[src/hpss_pkg.sv]
// Shared types, codes and the microcode ROM of the hydraulic press step sequencer.
// No dependencies; the top level imports it.
package hpss_pkg;

  // Mode codes
  localparam logic [2:0] MODE_IDLE  = 3'd0;
  localparam logic [2:0] MODE_GUP   = 3'd1;
  localparam logic [2:0] MODE_GDOWN = 3'd2;
  localparam logic [2:0] MODE_WORK  = 3'd3;
  localparam logic [2:0] MODE_ADD   = 3'd4;
  localparam logic [2:0] MODE_RET   = 3'd5;

  // Key codes
  localparam logic [1:0] KEY_NONE = 2'd0;
  localparam logic [1:0] KEY_GO   = 2'd1;
  localparam logic [1:0] KEY_UP   = 2'd2;
  localparam logic [1:0] KEY_DN   = 2'd3;

  // Service-test codes
  localparam logic [2:0] TST_NONE  = 3'd0;
  localparam logic [2:0] TST_ADD   = 3'd1;
  localparam logic [2:0] TST_RET   = 3'd2;
  localparam logic [2:0] TST_GUP   = 3'd3;
  localparam logic [2:0] TST_GDOWN = 3'd4;

  // Valve masks
  localparam logic [3:0] VLV_MAIN = 4'b0001;
  localparam logic [3:0] VLV_PUP  = 4'b0010;
  localparam logic [3:0] VLV_PDN  = 4'b0100;
  localparam logic [3:0] VLV_DIA  = 4'b1000;

  // Motor commands
  localparam logic [1:0] MOT_STOP = 2'd0;
  localparam logic [1:0] MOT_UP   = 2'd1;
  localparam logic [1:0] MOT_DOWN = 2'd2;

  // Step operations run by the datapath
  typedef enum logic [2:0] {
    UOP_NOP,
    UOP_SUCK,
    UOP_RETURN,
    UOP_SPIT_ADD,
    UOP_SPIT_GUP,
    UOP_SPIT_GDN
  } uop_e;

  // One control word: operation, end of program, clear step at end
  typedef struct packed {
    uop_e op;
    logic last;
    logic clr_step;
  } uword_t;

  // Microcode ROM, addressed by {mode, step}
  function automatic uword_t hpss_ucode(input logic [5:0] addr);
    uword_t w;
    w = '{op: UOP_NOP, last: 1'b1, clr_step: 1'b0};
    unique case (addr)
      {MODE_WORK, 3'd0}:  w = '{op: UOP_SUCK,     last: 1'b0, clr_step: 1'b0};
      {MODE_WORK, 3'd1}:  w = '{op: UOP_SPIT_GDN, last: 1'b0, clr_step: 1'b0};
      {MODE_WORK, 3'd2}:  w = '{op: UOP_SUCK,     last: 1'b0, clr_step: 1'b0};
      {MODE_WORK, 3'd3}:  w = '{op: UOP_SPIT_ADD, last: 1'b0, clr_step: 1'b0};
      {MODE_WORK, 3'd4}:  w = '{op: UOP_RETURN,   last: 1'b0, clr_step: 1'b0};
      {MODE_WORK, 3'd5}:  w = '{op: UOP_SPIT_GUP, last: 1'b0, clr_step: 1'b0};
      {MODE_WORK, 3'd6}:  w = '{op: UOP_SUCK,     last: 1'b1, clr_step: 1'b0};
      {MODE_GUP, 3'd0}:   w = '{op: UOP_SUCK,     last: 1'b0, clr_step: 1'b0};
      {MODE_GUP, 3'd1}:   w = '{op: UOP_SPIT_GUP, last: 1'b1, clr_step: 1'b1};
      {MODE_GDOWN, 3'd0}: w = '{op: UOP_SUCK,     last: 1'b0, clr_step: 1'b0};
      {MODE_GDOWN, 3'd1}: w = '{op: UOP_SPIT_GDN, last: 1'b1, clr_step: 1'b1};
      {MODE_ADD, 3'd0}:   w = '{op: UOP_SUCK,     last: 1'b0, clr_step: 1'b0};
      {MODE_ADD, 3'd1}:   w = '{op: UOP_SPIT_ADD, last: 1'b1, clr_step: 1'b1};
      {MODE_RET, 3'd0}:   w = '{op: UOP_RETURN,   last: 1'b1, clr_step: 1'b1};
      default:            w = '{op: UOP_NOP,      last: 1'b1, clr_step: 1'b0};
    endcase
    return w;
  endfunction

endpackage

[src/hydraulic_press_step_sequencer.sv]
// Hydraulic press step sequencer: microcoded walk over the press steps per event.
// Depends on hpss_pkg (codes, control word type, microcode ROM).
//
// Usage:
//   The slave stream takes one event item: key code, service-test command and
//   optional fresh limit-switch and sensor words. The master stream returns one
//   item per event: four valve states, motor command, mode and step.
//   An event is first taken in (latch bits, pick the mode), then the microcode
//   runs its steps: a step that ends lets the next step run in the following
//   cycle; the item goes out when a step has not ended, the last step ends or
//   the mode has no step. The full work cycle has seven steps. The single step
//   datapath handles one event at a time; s_axis_tready is high while no event
//   runs. A finished item sits in the output register; the next event is taken
//   while it waits, and that event holds the step that would end it until the
//   output register is free.
//   Reset (rst_ni low) returns to idle mode, step 0, all valves closed, motor
//   stopped, latched words cleared, no item pending.
module hydraulic_press_step_sequencer
  import hpss_pkg::*;
(
  input  logic        clk_i,
  input  logic        rst_ni,
  input  logic        s_axis_tvalid,
  output logic        s_axis_tready,
  // [1:0] key_code, [4:2] test_cmd, [5] limit_valid, [8:6] limit_bits,
  // [9] sensor_valid, [13:10] sensor_bits, [15:14] zero
  input  logic [15:0] s_axis_tdata,
  output logic        m_axis_tvalid,
  input  logic        m_axis_tready,
  // [0] valve_main, [1] valve_piston_up, [2] valve_piston_down,
  // [3] valve_diaphragm, [5:4] motor_drive, [8:6] mode_out, [11:9] step_out,
  // [15:12] zero
  output logic [15:0] m_axis_tdata
);

  typedef enum logic {
    ST_IDLE,
    ST_RUN
  } state_e;

  state_e      state_q, state_d;
  logic [2:0]  mode_q, mode_d;
  logic [2:0]  step_q, step_d;
  logic        stage_q, stage_d;
  logic [2:0]  lim_q, lim_d;
  logic [3:0]  sen_q, sen_d;
  logic [3:0]  valve_q, valve_d;
  logic [1:0]  motor_q, motor_d;
  logic        kstart_q, kstart_d;
  logic        otvalid_q, otvalid_d;
  logic [15:0] odata_q, odata_d;

  // Input fields
  logic [1:0] in_key;
  logic [2:0] in_test;
  assign in_key  = s_axis_tdata[1:0];
  assign in_test = s_axis_tdata[4:2];

  // Step datapath signals
  uword_t     uw;
  logic [3:0] v_n;
  logic [1:0] m_n;
  logic       fin;
  logic       done;
  logic       lim_up, lim_dn, lim_pist;
  logic       sen_gl, sen_ht, sen_bu;

  assign lim_up   = lim_q[0];
  assign lim_dn   = lim_q[1];
  assign lim_pist = lim_q[2];
  assign sen_gl   = sen_q[0];
  assign sen_ht   = sen_q[1];
  assign sen_bu   = sen_q[2];

  assign uw = hpss_ucode({mode_q, step_q});

  // Run the current step: setup in stage 0, then check the end condition
  always_comb begin
    v_n = valve_q;
    m_n = motor_q;
    fin = 1'b0;
    case (uw.op)
      UOP_SUCK: begin
        if (!stage_q) begin
          if (!lim_dn) m_n = MOT_DOWN;
          v_n = (v_n & ~(VLV_PUP | VLV_PDN | VLV_DIA)) | VLV_MAIN;
        end
        if (lim_dn || kstart_q) begin
          v_n = v_n & ~VLV_MAIN;
          m_n = MOT_STOP;
          fin = 1'b1;
        end
      end
      UOP_RETURN: begin
        if (!stage_q) begin
          if (!lim_dn) begin
            v_n = (v_n & ~(VLV_PDN | VLV_DIA | VLV_MAIN)) | VLV_DIA;
            m_n = MOT_DOWN;
          end else begin
            v_n = v_n | VLV_DIA;
          end
        end
        if (lim_dn || kstart_q) begin
          v_n = v_n & ~VLV_DIA;
          m_n = MOT_STOP;
          fin = 1'b1;
        end
      end
      UOP_SPIT_ADD: begin
        if (!stage_q) begin
          if (!sen_bu || !lim_up) begin
            v_n = (v_n & ~(VLV_PDN | VLV_DIA | VLV_MAIN)) | VLV_DIA;
            m_n = MOT_UP;
          end else begin
            v_n = v_n | VLV_DIA;
          end
        end
        if (sen_bu || lim_up || sen_ht || kstart_q) begin
          m_n = MOT_STOP;
          fin = 1'b1;
        end
      end
      UOP_SPIT_GUP: begin
        if (!stage_q && !lim_up) begin
          v_n = (v_n & ~(VLV_PDN | VLV_DIA | VLV_MAIN)) | VLV_PUP;
          m_n = MOT_UP;
        end
        if (lim_up || lim_pist) begin
          v_n = v_n & ~VLV_PUP;
          m_n = MOT_STOP;
          fin = 1'b1;
        end
      end
      UOP_SPIT_GDN: begin
        if (!stage_q && (!sen_gl || !lim_up)) begin
          v_n = (v_n & ~(VLV_PDN | VLV_DIA | VLV_MAIN)) | VLV_PDN;
          m_n = MOT_UP;
        end
        if (sen_gl || lim_up || kstart_q) begin
          m_n = MOT_STOP;
          fin = 1'b1;
        end
      end
      default: begin
        fin = 1'b0;
      end
    endcase
  end

  // Sequencer and handshake control
  always_comb begin
    state_d   = state_q;
    mode_d    = mode_q;
    step_d    = step_q;
    stage_d   = stage_q;
    lim_d     = lim_q;
    sen_d     = sen_q;
    valve_d   = valve_q;
    motor_d   = motor_q;
    kstart_d  = kstart_q;
    odata_d   = odata_q;
    otvalid_d = otvalid_q && !m_axis_tready;
    done      = 1'b0;

    unique case (state_q)
      ST_IDLE: begin
        if (s_axis_tvalid) begin
          // Latch fresh words, pick a mode while idle
          if (s_axis_tdata[5]) lim_d = s_axis_tdata[8:6];
          if (s_axis_tdata[9]) sen_d = s_axis_tdata[13:10];
          kstart_d = (in_key == KEY_GO) && (mode_q != MODE_IDLE);
          if (mode_q == MODE_IDLE) begin
            step_d  = 3'd0;
            stage_d = 1'b0;
            if (in_key != KEY_NONE) begin
              if (in_key == KEY_GO)      mode_d = MODE_WORK;
              else if (in_key == KEY_UP) mode_d = MODE_GUP;
              else                       mode_d = MODE_GDOWN;
            end else begin
              case (in_test)
                TST_ADD:   mode_d = MODE_ADD;
                TST_RET:   mode_d = MODE_RET;
                TST_GUP:   mode_d = MODE_GUP;
                TST_GDOWN: mode_d = MODE_GDOWN;
                default:   mode_d = MODE_IDLE;
              endcase
            end
          end
          state_d = ST_RUN;
        end
      end
      ST_RUN: begin
        // Hold the step while the previous item still waits
        if (uw.op == UOP_NOP) begin
          done = 1'b1;
        end else if (fin) begin
          done = uw.last;
        end else begin
          done = 1'b1;
        end
        if (!done || !otvalid_q || m_axis_tready) begin
          if (uw.op != UOP_NOP) begin
            valve_d = v_n;
            motor_d = m_n;
            stage_d = !fin;
            if (fin) begin
              if (uw.last) begin
                mode_d = MODE_IDLE;
                if (uw.clr_step) step_d = 3'd0;
              end else begin
                step_d = step_q + 3'd1;
              end
            end
          end
          if (done) begin
            odata_d   = {4'd0, step_d, mode_d, motor_d, valve_d};
            otvalid_d = 1'b1;
            state_d   = ST_IDLE;
          end
        end
      end
      default: state_d = ST_IDLE;
    endcase
  end

  // Hold state and registered outputs
  always_ff @(posedge clk_i or negedge rst_ni) begin
    if (!rst_ni) begin
      state_q   <= ST_IDLE;
      mode_q    <= MODE_IDLE;
      step_q    <= 3'd0;
      stage_q   <= 1'b0;
      lim_q     <= 3'd0;
      sen_q     <= 4'd0;
      valve_q   <= 4'd0;
      motor_q   <= MOT_STOP;
      kstart_q  <= 1'b0;
      otvalid_q <= 1'b0;
    end else begin
      state_q   <= state_d;
      mode_q    <= mode_d;
      step_q    <= step_d;
      stage_q   <= stage_d;
      lim_q     <= lim_d;
      sen_q     <= sen_d;
      valve_q   <= valve_d;
      motor_q   <= motor_d;
      kstart_q  <= kstart_d;
      otvalid_q <= otvalid_d;
    end
  end

  // Output payload
  always_ff @(posedge clk_i) begin
    odata_q <= odata_d;
  end

  assign s_axis_tready = (state_q == ST_IDLE);
  assign m_axis_tvalid = otvalid_q;
  assign m_axis_tdata  = odata_q;

endmodule
[config.mk]
export PLATFORM = sky130hd
export DESIGN_NAME = hydraulic_press_step_sequencer
export DESIGN_NICKNAME = d
export VERILOG_FILES = /design/src/hpss_pkg.sv /design/src/hydraulic_press_step_sequencer.sv
export SDC_FILE = /design/constraint.sdc
export NUM_CORES = 1
export LEC_CHECK = 0
export BUFFER_PORTS_ARGS = -buffer_cell sky130_fd_sc_hd__buf_2
export CAP_MARGIN = 25
export CORE_UTILIZATION = 35
export DETAILED_ROUTE_END_ITERATION = 8
export GPL_ROUTABILITY_DRIVEN = 0
export GPL_TIMING_DRIVEN = 0
export PLACE_DENSITY = 0.55
export SLEW_MARGIN = 20
export SYNTH_ARGS = -nofsm -noshare
export SYNTH_HDL_FRONTEND = slang
export SYNTH_SLANG_ARGS = --single-unit
[constraint.sdc]
create_clock -name clk_i -period 8 [get_ports clk_i]
set_input_delay 0.8 -clock clk_i [delete_from_list [all_inputs] [get_ports clk_i]]
set_output_delay 0.8 -clock clk_i [all_outputs]
set_load 0.01 [all_outputs]
==> summary.md, run 1 <==
| Metric | Value |
|---|---|
| Number of vias per cell | `5.44` |
| Mapped Cells | `231` |
| CTS tree | `yes` |
| Syn_area_per_cell | `9.69 sq um` |
| CTS buffer count | `5` |
| GRT Residual Overflow | `0` |
| Clock transition at path regs | `70 ps` |
| Die ar. | `0.00672 sq mm` |
| GR Util met1 | `0.247` |
| Std-Cell Rows | `28` |
| Min Hold Slack | `476 ps` |
| Clock Tree Buf Depth | `2` |
| CTS resizes | `0` |
| Crit path largest cell delay | `610 ps` |
| NumNets Final | `298` |
| Unique cell type count in the Yosys netlist | `58` |
| CP Class | `reg -> reg` |
| Critical Path Source Type | `flip-flop` |
| Final Hold Fails | `0` |
| H-tree levels | `2` |
| Clock latency on the worst-skew pair | `290 ps` |
| CP Cell Sequence | `inv_1 > ha_1 > and3b_1 > o21a_1 > a211oi_1 > a2111oi_4 > o21a_1 > nor2_2` |
| HPWL Detailed | `3.80 mm` |
| Worst VDD drop | `0.000161 V` |
| Worst EP required | `7920 ps` |
| DR WL/cell | `14.7 microns` |
| First-pass GRT wire length | `8.64 mm` |
| Final setup viols | `0` |
| Most frequent cell on the critical path | `o21a_1` |
| Core ar. | `0.00606 sq mm` |
| Antenna Cells | `0` |
| Slew Viols, Final | `0` |
| Total track usage | `0.173` |
| Number of flops mapped to enable cells by yosys | `12` |
| Gr busiest metal | `met2` |
| Die Ht | `82.0 microns` |
| CTS root buffer | `clkbuf_8` |
| Sequential fraction of the synthesis area | `0.407` |
| Reg2Reg Setup Slack | `4660 ps` |
| Final ANT Viol Nets | `0` |
| Critical Path AT | `3260 ps` |
| Clk_skew | `7.75 ps` |
| Worst r2r dst | `m_axis_tdata[2]$_DFFE_PP_` |
| Unrepaired setup endpoints after global routing | `no` |
| Main synth FF type | `dfrtp_1` |
| P_leak | `1.13 nW` |
| R2R depth | `8` |
| Die X | `82.0 microns` |
| #FFs+latches synth | `34` |
| Setup Fix Bufs, Post-CTS | `0` |
| Final min period | `3340 ps` |
| Fillers | `612` |
| CTS sink count | `34` |
| Area Growth Syn to Fin | `15.1%` |
| IO Count | `38` |
| DRC | `0` |
| Post-Synthesis Cell Area | `0.00224 sq mm` |
| Share of layout cells above drive strength 1 | `0.250` |
| Synth warnings | `0` |
| Setup crit end kind | `flip-flop` |
| Routed wire length | `5.11 mm` |
| Crit-path max FO | `13` |
| Worst Max-Slew Pin Slew | `717 ps` |
| Port bufs | `30` |
| FMAX | `299 MHz` |
| Detailed-route via count | `1,889` |
| Initial Utilization | `0.369` |
| Vias in the first global route | `1,723` |
| Critical path's slowest cell | `nor2_2` |
| Final period util | `0.418` |
| 1st-pass router iterations | `4` |
| Hold Path Class | `in -> async` |
| Status | `finished, final reports clean` |
| Power per cell area | `458 mW/mm^2` |
| Relative slew slack | `0.521` |
| Initial antenna violation count | `0` |
| Largest net degree at the start of global routing | `23` |
| Max Cap Violations | `0` |
| TNS Setup | `0 ps` |
| Asr flop ratio synth | `0.647` |
| Critical register-to-register path startpoint | `step_q[1]$_DFFE_PN0P_` |
| Hold-fix buffers, CTS | `0` |
| Met3 Usage GRT | `0.0322` |
| Met2 global-route usage | `0.255` |
| Drt initial violations | `100` |
## worst max-delay path by stage
stage | startpoint | endpoint | slack [ps] | cells past startpoint
global placement | step_q[1]$_DFFE_PN0P_ | m_axis_tdata[1]$_DFFE_PP_ | 4280 | 8
floorplan | step_q[1]$_DFFE_PN0P_ | m_axis_tdata[0]$_DFFE_PP_ | 5040 | 8
finish | step_q[1]$_DFFE_PN0P_ | m_axis_tdata[2]$_DFFE_PP_ | 4660 | 8
global route | step_q[1]$_DFFE_PN0P_ | m_axis_tdata[0]$_DFFE_PP_ | 4420 | 8
CTS | step_q[1]$_DFFE_PN0P_ | m_axis_tdata[0]$_DFFE_PP_ | 4620 | 8
detailed placement | step_q[1]$_DFFE_PN0P_ | m_axis_tdata[1]$_DFFE_PP_ | 4640 | 8
## metrics by stage
stage               power (W)  setup WS, ps  std cells   util  cell area [sq um]
floorplan            0.000869          5040        234      -               2250
global placement      0.00105          4280        339  0.411               2490
detailed placement    0.00106          4640        339  0.412               2500
CTS                   0.00118          4620        347  0.425               2580
global route          0.00129          4420        347  0.425               2580
finish                0.00118          4660        347  0.425               2580
## report_power, final
group / switching, W / total [W] / internal, W
clock: 0.0000636 / 0.000123 / 0.0000598
combinational: 0.000446 / 0.000724 / 0.000278
sequential: 0.0000455 / 0.000333 / 0.000287
## routing by layer
metal / share of wire / vias to the layer above
met2: 0.42 / 53
met3: 0.058 / 9
li1: - / 934
met1: 0.50 / 893
met4: 0.021 / 0
met5: 0 / -
## synthesized netlist by cell type (5+ instances only)
cell	instances	area (sq um)
dfrtp_1	22	551
nand2_1	22	82.6
nor2_1	17	63.8
a21oi_1	12	60.1
edfxtp_1	12	360
o21ai_0	12	60.1
ha_1	7	87.6
inv_1	7	26.3
mux2_2	7	78.8
buf_4	6	45.0
nand2b_1	6	37.5
buf_2	5	25.0
nand3_1	5	25.0
nor3_1	5	25.0
o21a_1	5	37.5
## sequential cells by signal (all words and copies together), names as in the netlist
| register | count |
|---|---|
| kstart_q | 1 |
| lim_q | 3 |
| m_axis_tdata | 12 |
| m_axis_tvalid | 1 |
| mode_q | 3 |
| motor_q | 2 |
| sen_q | 3 |
| stage_q | 1 |
| state_q | 1 |
| step_q | 3 |
| valve_q | 4 |
## placed cells by master (no fill, tap or decap), types with 5 or more instances in the layout
cell	netlist	final
buf_2	5	35
ha_1	7	7
edfxtp_1	12	12
mux2_2	7	7
nand2b_1	6	6
nor2_1	17	16
nor3_1	5	5
a21oi_1	12	12
o21ai_0	12	12
o21a_1	5	5
clkbuf_8	0	5
clkbuf_1	4	5
dfrtp_1	22	22
buf_4	6	6
nand2_1	22	22
nand3_1	5	5
inv_1	7	7
## logic make-up (layout without fill, tap and decap cells)
logic type / after synthesis / count (layout) / share of synthesized area
AO/OA/AOI/OAI: 68 / 68 / 0.231
XOR/XNOR: 4 / 4 / 0.0157
adder cells (fa/ha/maj): 8 / 8 / 0.0436
buffers and inverters: 22 / 60 / 0.0497
flip-flops: 34 / 34 / 0.407
multiplexers: 13 / 13 / 0.0632
other: 1 / 4 / 0.00168
AND/OR/NAND/NOR: 81 / 81 / 0.188
## final cells by class
type,instances,area (sq um),area share
Clock inverter,2,8.76,0.00340
Sequential cell,34,911,0.353
Timing Repair Buffer,30,150,0.0583
Multi-Input combinational cell,178,1230,0.477
Inverter,7,26.3,0.0102
Clock buffer,6,72.6,0.0282
Buffer,15,85.1,0.0330
Tap cell,75,93.8,0.0364
## worst max-delay path: cells and delay by family, from the launching register on
family	cells	cell delay [ps]
AOI/OAI and AO/OA	4	1220
adders and majority gates	1	280
buffers and inverters	1	150
DFF	1	480
and+or+nand+nor	2	850
Note: power is estimated with default switching activity, not from simulation.
==> run 2, diff against run 1 <==
Settings changed: PLACE_DENSITY 0.55 to 0.57.
Clock period 8 ns to 3 ns, I/O delays scaled along.
==> summary.md, run 2 (synthesis results as in run 1) <==
| Metric | Value |
|---|---|
| Initial Utilization | `0.369` |
| Crit path largest cell delay | `550 ps` |
| HPWL Detailed | `3.74 mm` |
| WHS Path Cells | `2` |
| FMAX | `349 MHz` |
| Drt initial violations | `141` |
| Max Cap Violations | `0` |
| Die X | `82.0 microns` |
| Crit-path max FO | `8` |
| First-pass GRT wire length | `8.63 mm` |
| Comb power frac | `0.616` |
| H-tree levels | `2` |
| CTS sink count | `34` |
| Critical Path AT | `2920 ps` |
| Worst EP required | `3050 ps` |
| CTS tree | `yes` |
| CP Class | `reg -> reg` |
| DRC | `0` |
| Min Hold Slack | `237 ps` |
| Internal power | `0.00186 W` |
| Most common cell after layout, fill and taps aside | `buf_2` |
| CTS buffer count | `5` |
| Total track usage | `0.172` |
| Footprint of the multi-input gates | `0.00127 sq mm` |
| Detailed-route via count | `1,895` |
| Clock transition at path regs | `70 ps` |
| Total chip power | `0.00340 W` |
| Die Ht | `82.0 microns` |
| Port bufs | `30` |
| Std-Cell Rows | `28` |
| Clk_skew | `5.61 ps` |
| Die ar. | `0.00672 sq mm` |
| Fillers | `600` |
| 1st-pass router iterations | `4` |
| Relative slew slack | `0.514` |
| Worst VDD drop | `0.000420 V` |
| Setup crit end kind | `flip-flop` |
| Final setup viols | `0` |
| GRT Residual Overflow | `0` |
| Critical path's top delay family | `compound AO/OA/AOI/OAI gates` |
| Critical path's slowest cell | `a2111oi_4` |
| Register Area | `912 sq um` |
| Commonest cells after routing, fill and taps aside | `buf_2 (34), nand2_1 (22), dfrtp_1 (21)` |
| CP bufs+invs | `1` |
| Initial antenna violation count | `0` |
| Seq pwr share | `0.260` |
| Hold Path Class | `in -> reg` |
| Cell count along the critical path | `9` |
| Largest net degree at the start of global routing | `23` |
| Share of layout cells above drive strength 1 | `0.282` |
| Number of vias per cell | `5.38` |
| Slew Viols, Final | `0` |
| Area Growth Syn to Fin | `20.7%` |
| R2R depth | `9` |
| NumNets Final | `303` |
| Final ANT Viol Nets | `0` |
| Antenna Cells | `0` |
| Power per cell area | `1260 mW/mm^2` |
| Critical Path Source Type | `flip-flop` |
| CTS root buffer | `clkbuf_8` |
| Final Hold Fails | `0` |
| Final period util | `0.956` |
| IO Count | `38` |
| Vias in the first global route | `1,769` |
| Sw Pwr | `0.00154 W` |
| DR WL/cell | `14.5 microns` |
| Clock latency on the worst-skew pair | `290 ps` |
| Final min period | `2870 ps` |
| Clk pwr share | `0.124` |
| P_leak | `1.17 nW` |
| Worst Max-Slew Pin Slew | `722 ps` |
| Status | `finished, final reports clean` |
| Max reg flops | `12` |
| Routed wire length | `5.10 mm` |
| CP Cell Sequence | `inv_1 > ha_1 > nand2b_1 > a22o_1 > a21o_4 > a2111oi_4 > o21a_1 > nand2_1 > xnor2_1` |
| Clock Tree Buf Depth | `2` |
| Core ar. | `0.00606 sq mm` |
| Switching share of total power | `0.452` |
[run 2: cell types whose count changed in the layout (fill, tap and decap cells not counted), sizes merged]
cell / delta
buf: +3
clkbuf: +2
clkinv: -2
bufinv: +1
dlygate4sd3: +1
[run 2: timing repair]
action	4_1_cts	5_1_grt
endpoints found under the setup margin	19	31
pin swaps	2	2
endpoints found under the hold margin	13	0
setup buffers	2	2
resized for setup	2	8
hold buffers	1	0
[run 2: path summary, 6_finish.rpt]
| check | start | to | slack (ps) |
|---|---|---|---|
| min | s_axis_tdata[10] | sen_q[0]$_DFFE_PN0P_ | 240 |
| min reg2reg | motor_q[1]$_DFFE_PN0P_ | motor_q[1]$_DFFE_PN0P_ | 500 |
| max | step_q[0]$_DFFE_PN0P_ | m_axis_tdata[11]$_DFFE_PP_ | 130 |
| max in group asynchronous | rst_ni | step_q[1]$_DFFE_PN0P_ | 2110 |
| max reg2reg | step_q[0]$_DFFE_PN0P_ | m_axis_tdata[11]$_DFFE_PP_ | 130 |
| min in group asynchronous | rst_ni | step_q[0]$_DFFE_PN0P_ | 510 |
[run 2: routing by layer]
metal  part of all wire  vias to the layer above  global-route usage
li1                   -                      942                   -
met1               0.48                      894               0.236
met2               0.46                       50               0.263
met3              0.043                        9              0.0333
met4              0.018                        0              0.0719
met5                  0                        -                   0
[run 2: cell type report]
type,count,area share
multi-input combinational,178,0.471
sequential,34,0.338
timing repair buffer,35,0.0750
tap,75,0.0347
buffer,15,0.0324
clock buffer,7,0.0283
clock inverter,1,0.0111
inverter,7,0.00973
[run 2: power by group through the flow]
stage | Clock (W) | Sequential (W) | Combinational [W]
final | 0.000422 | 0.000885 | 0.00209
after global routing | 0.000451 | 0.000912 | 0.00231
after CTS | 0.000429 | 0.000887 | 0.00198
after detailed placement | 0 | 0.000895 | 0.00191
after global placement | 0 | 0.000889 | 0.00191
after floorplan | 0 | 0.000920 | 0.00140
[run 2: metrics by stage]
stage               worst slack, ps   util  cells  cell area (sq um)  setup TNS (ps)
floorplan                      39.3      -    234               2250               0
global placement               -635  0.411    339               2490           -8180
detailed placement             -294  0.412    339               2500           -3880
CTS                           -8.93  0.437    350               2650           -13.7
global route                  -7.56  0.446    352               2700           -7.56
finish                          133  0.446    352               2700               0
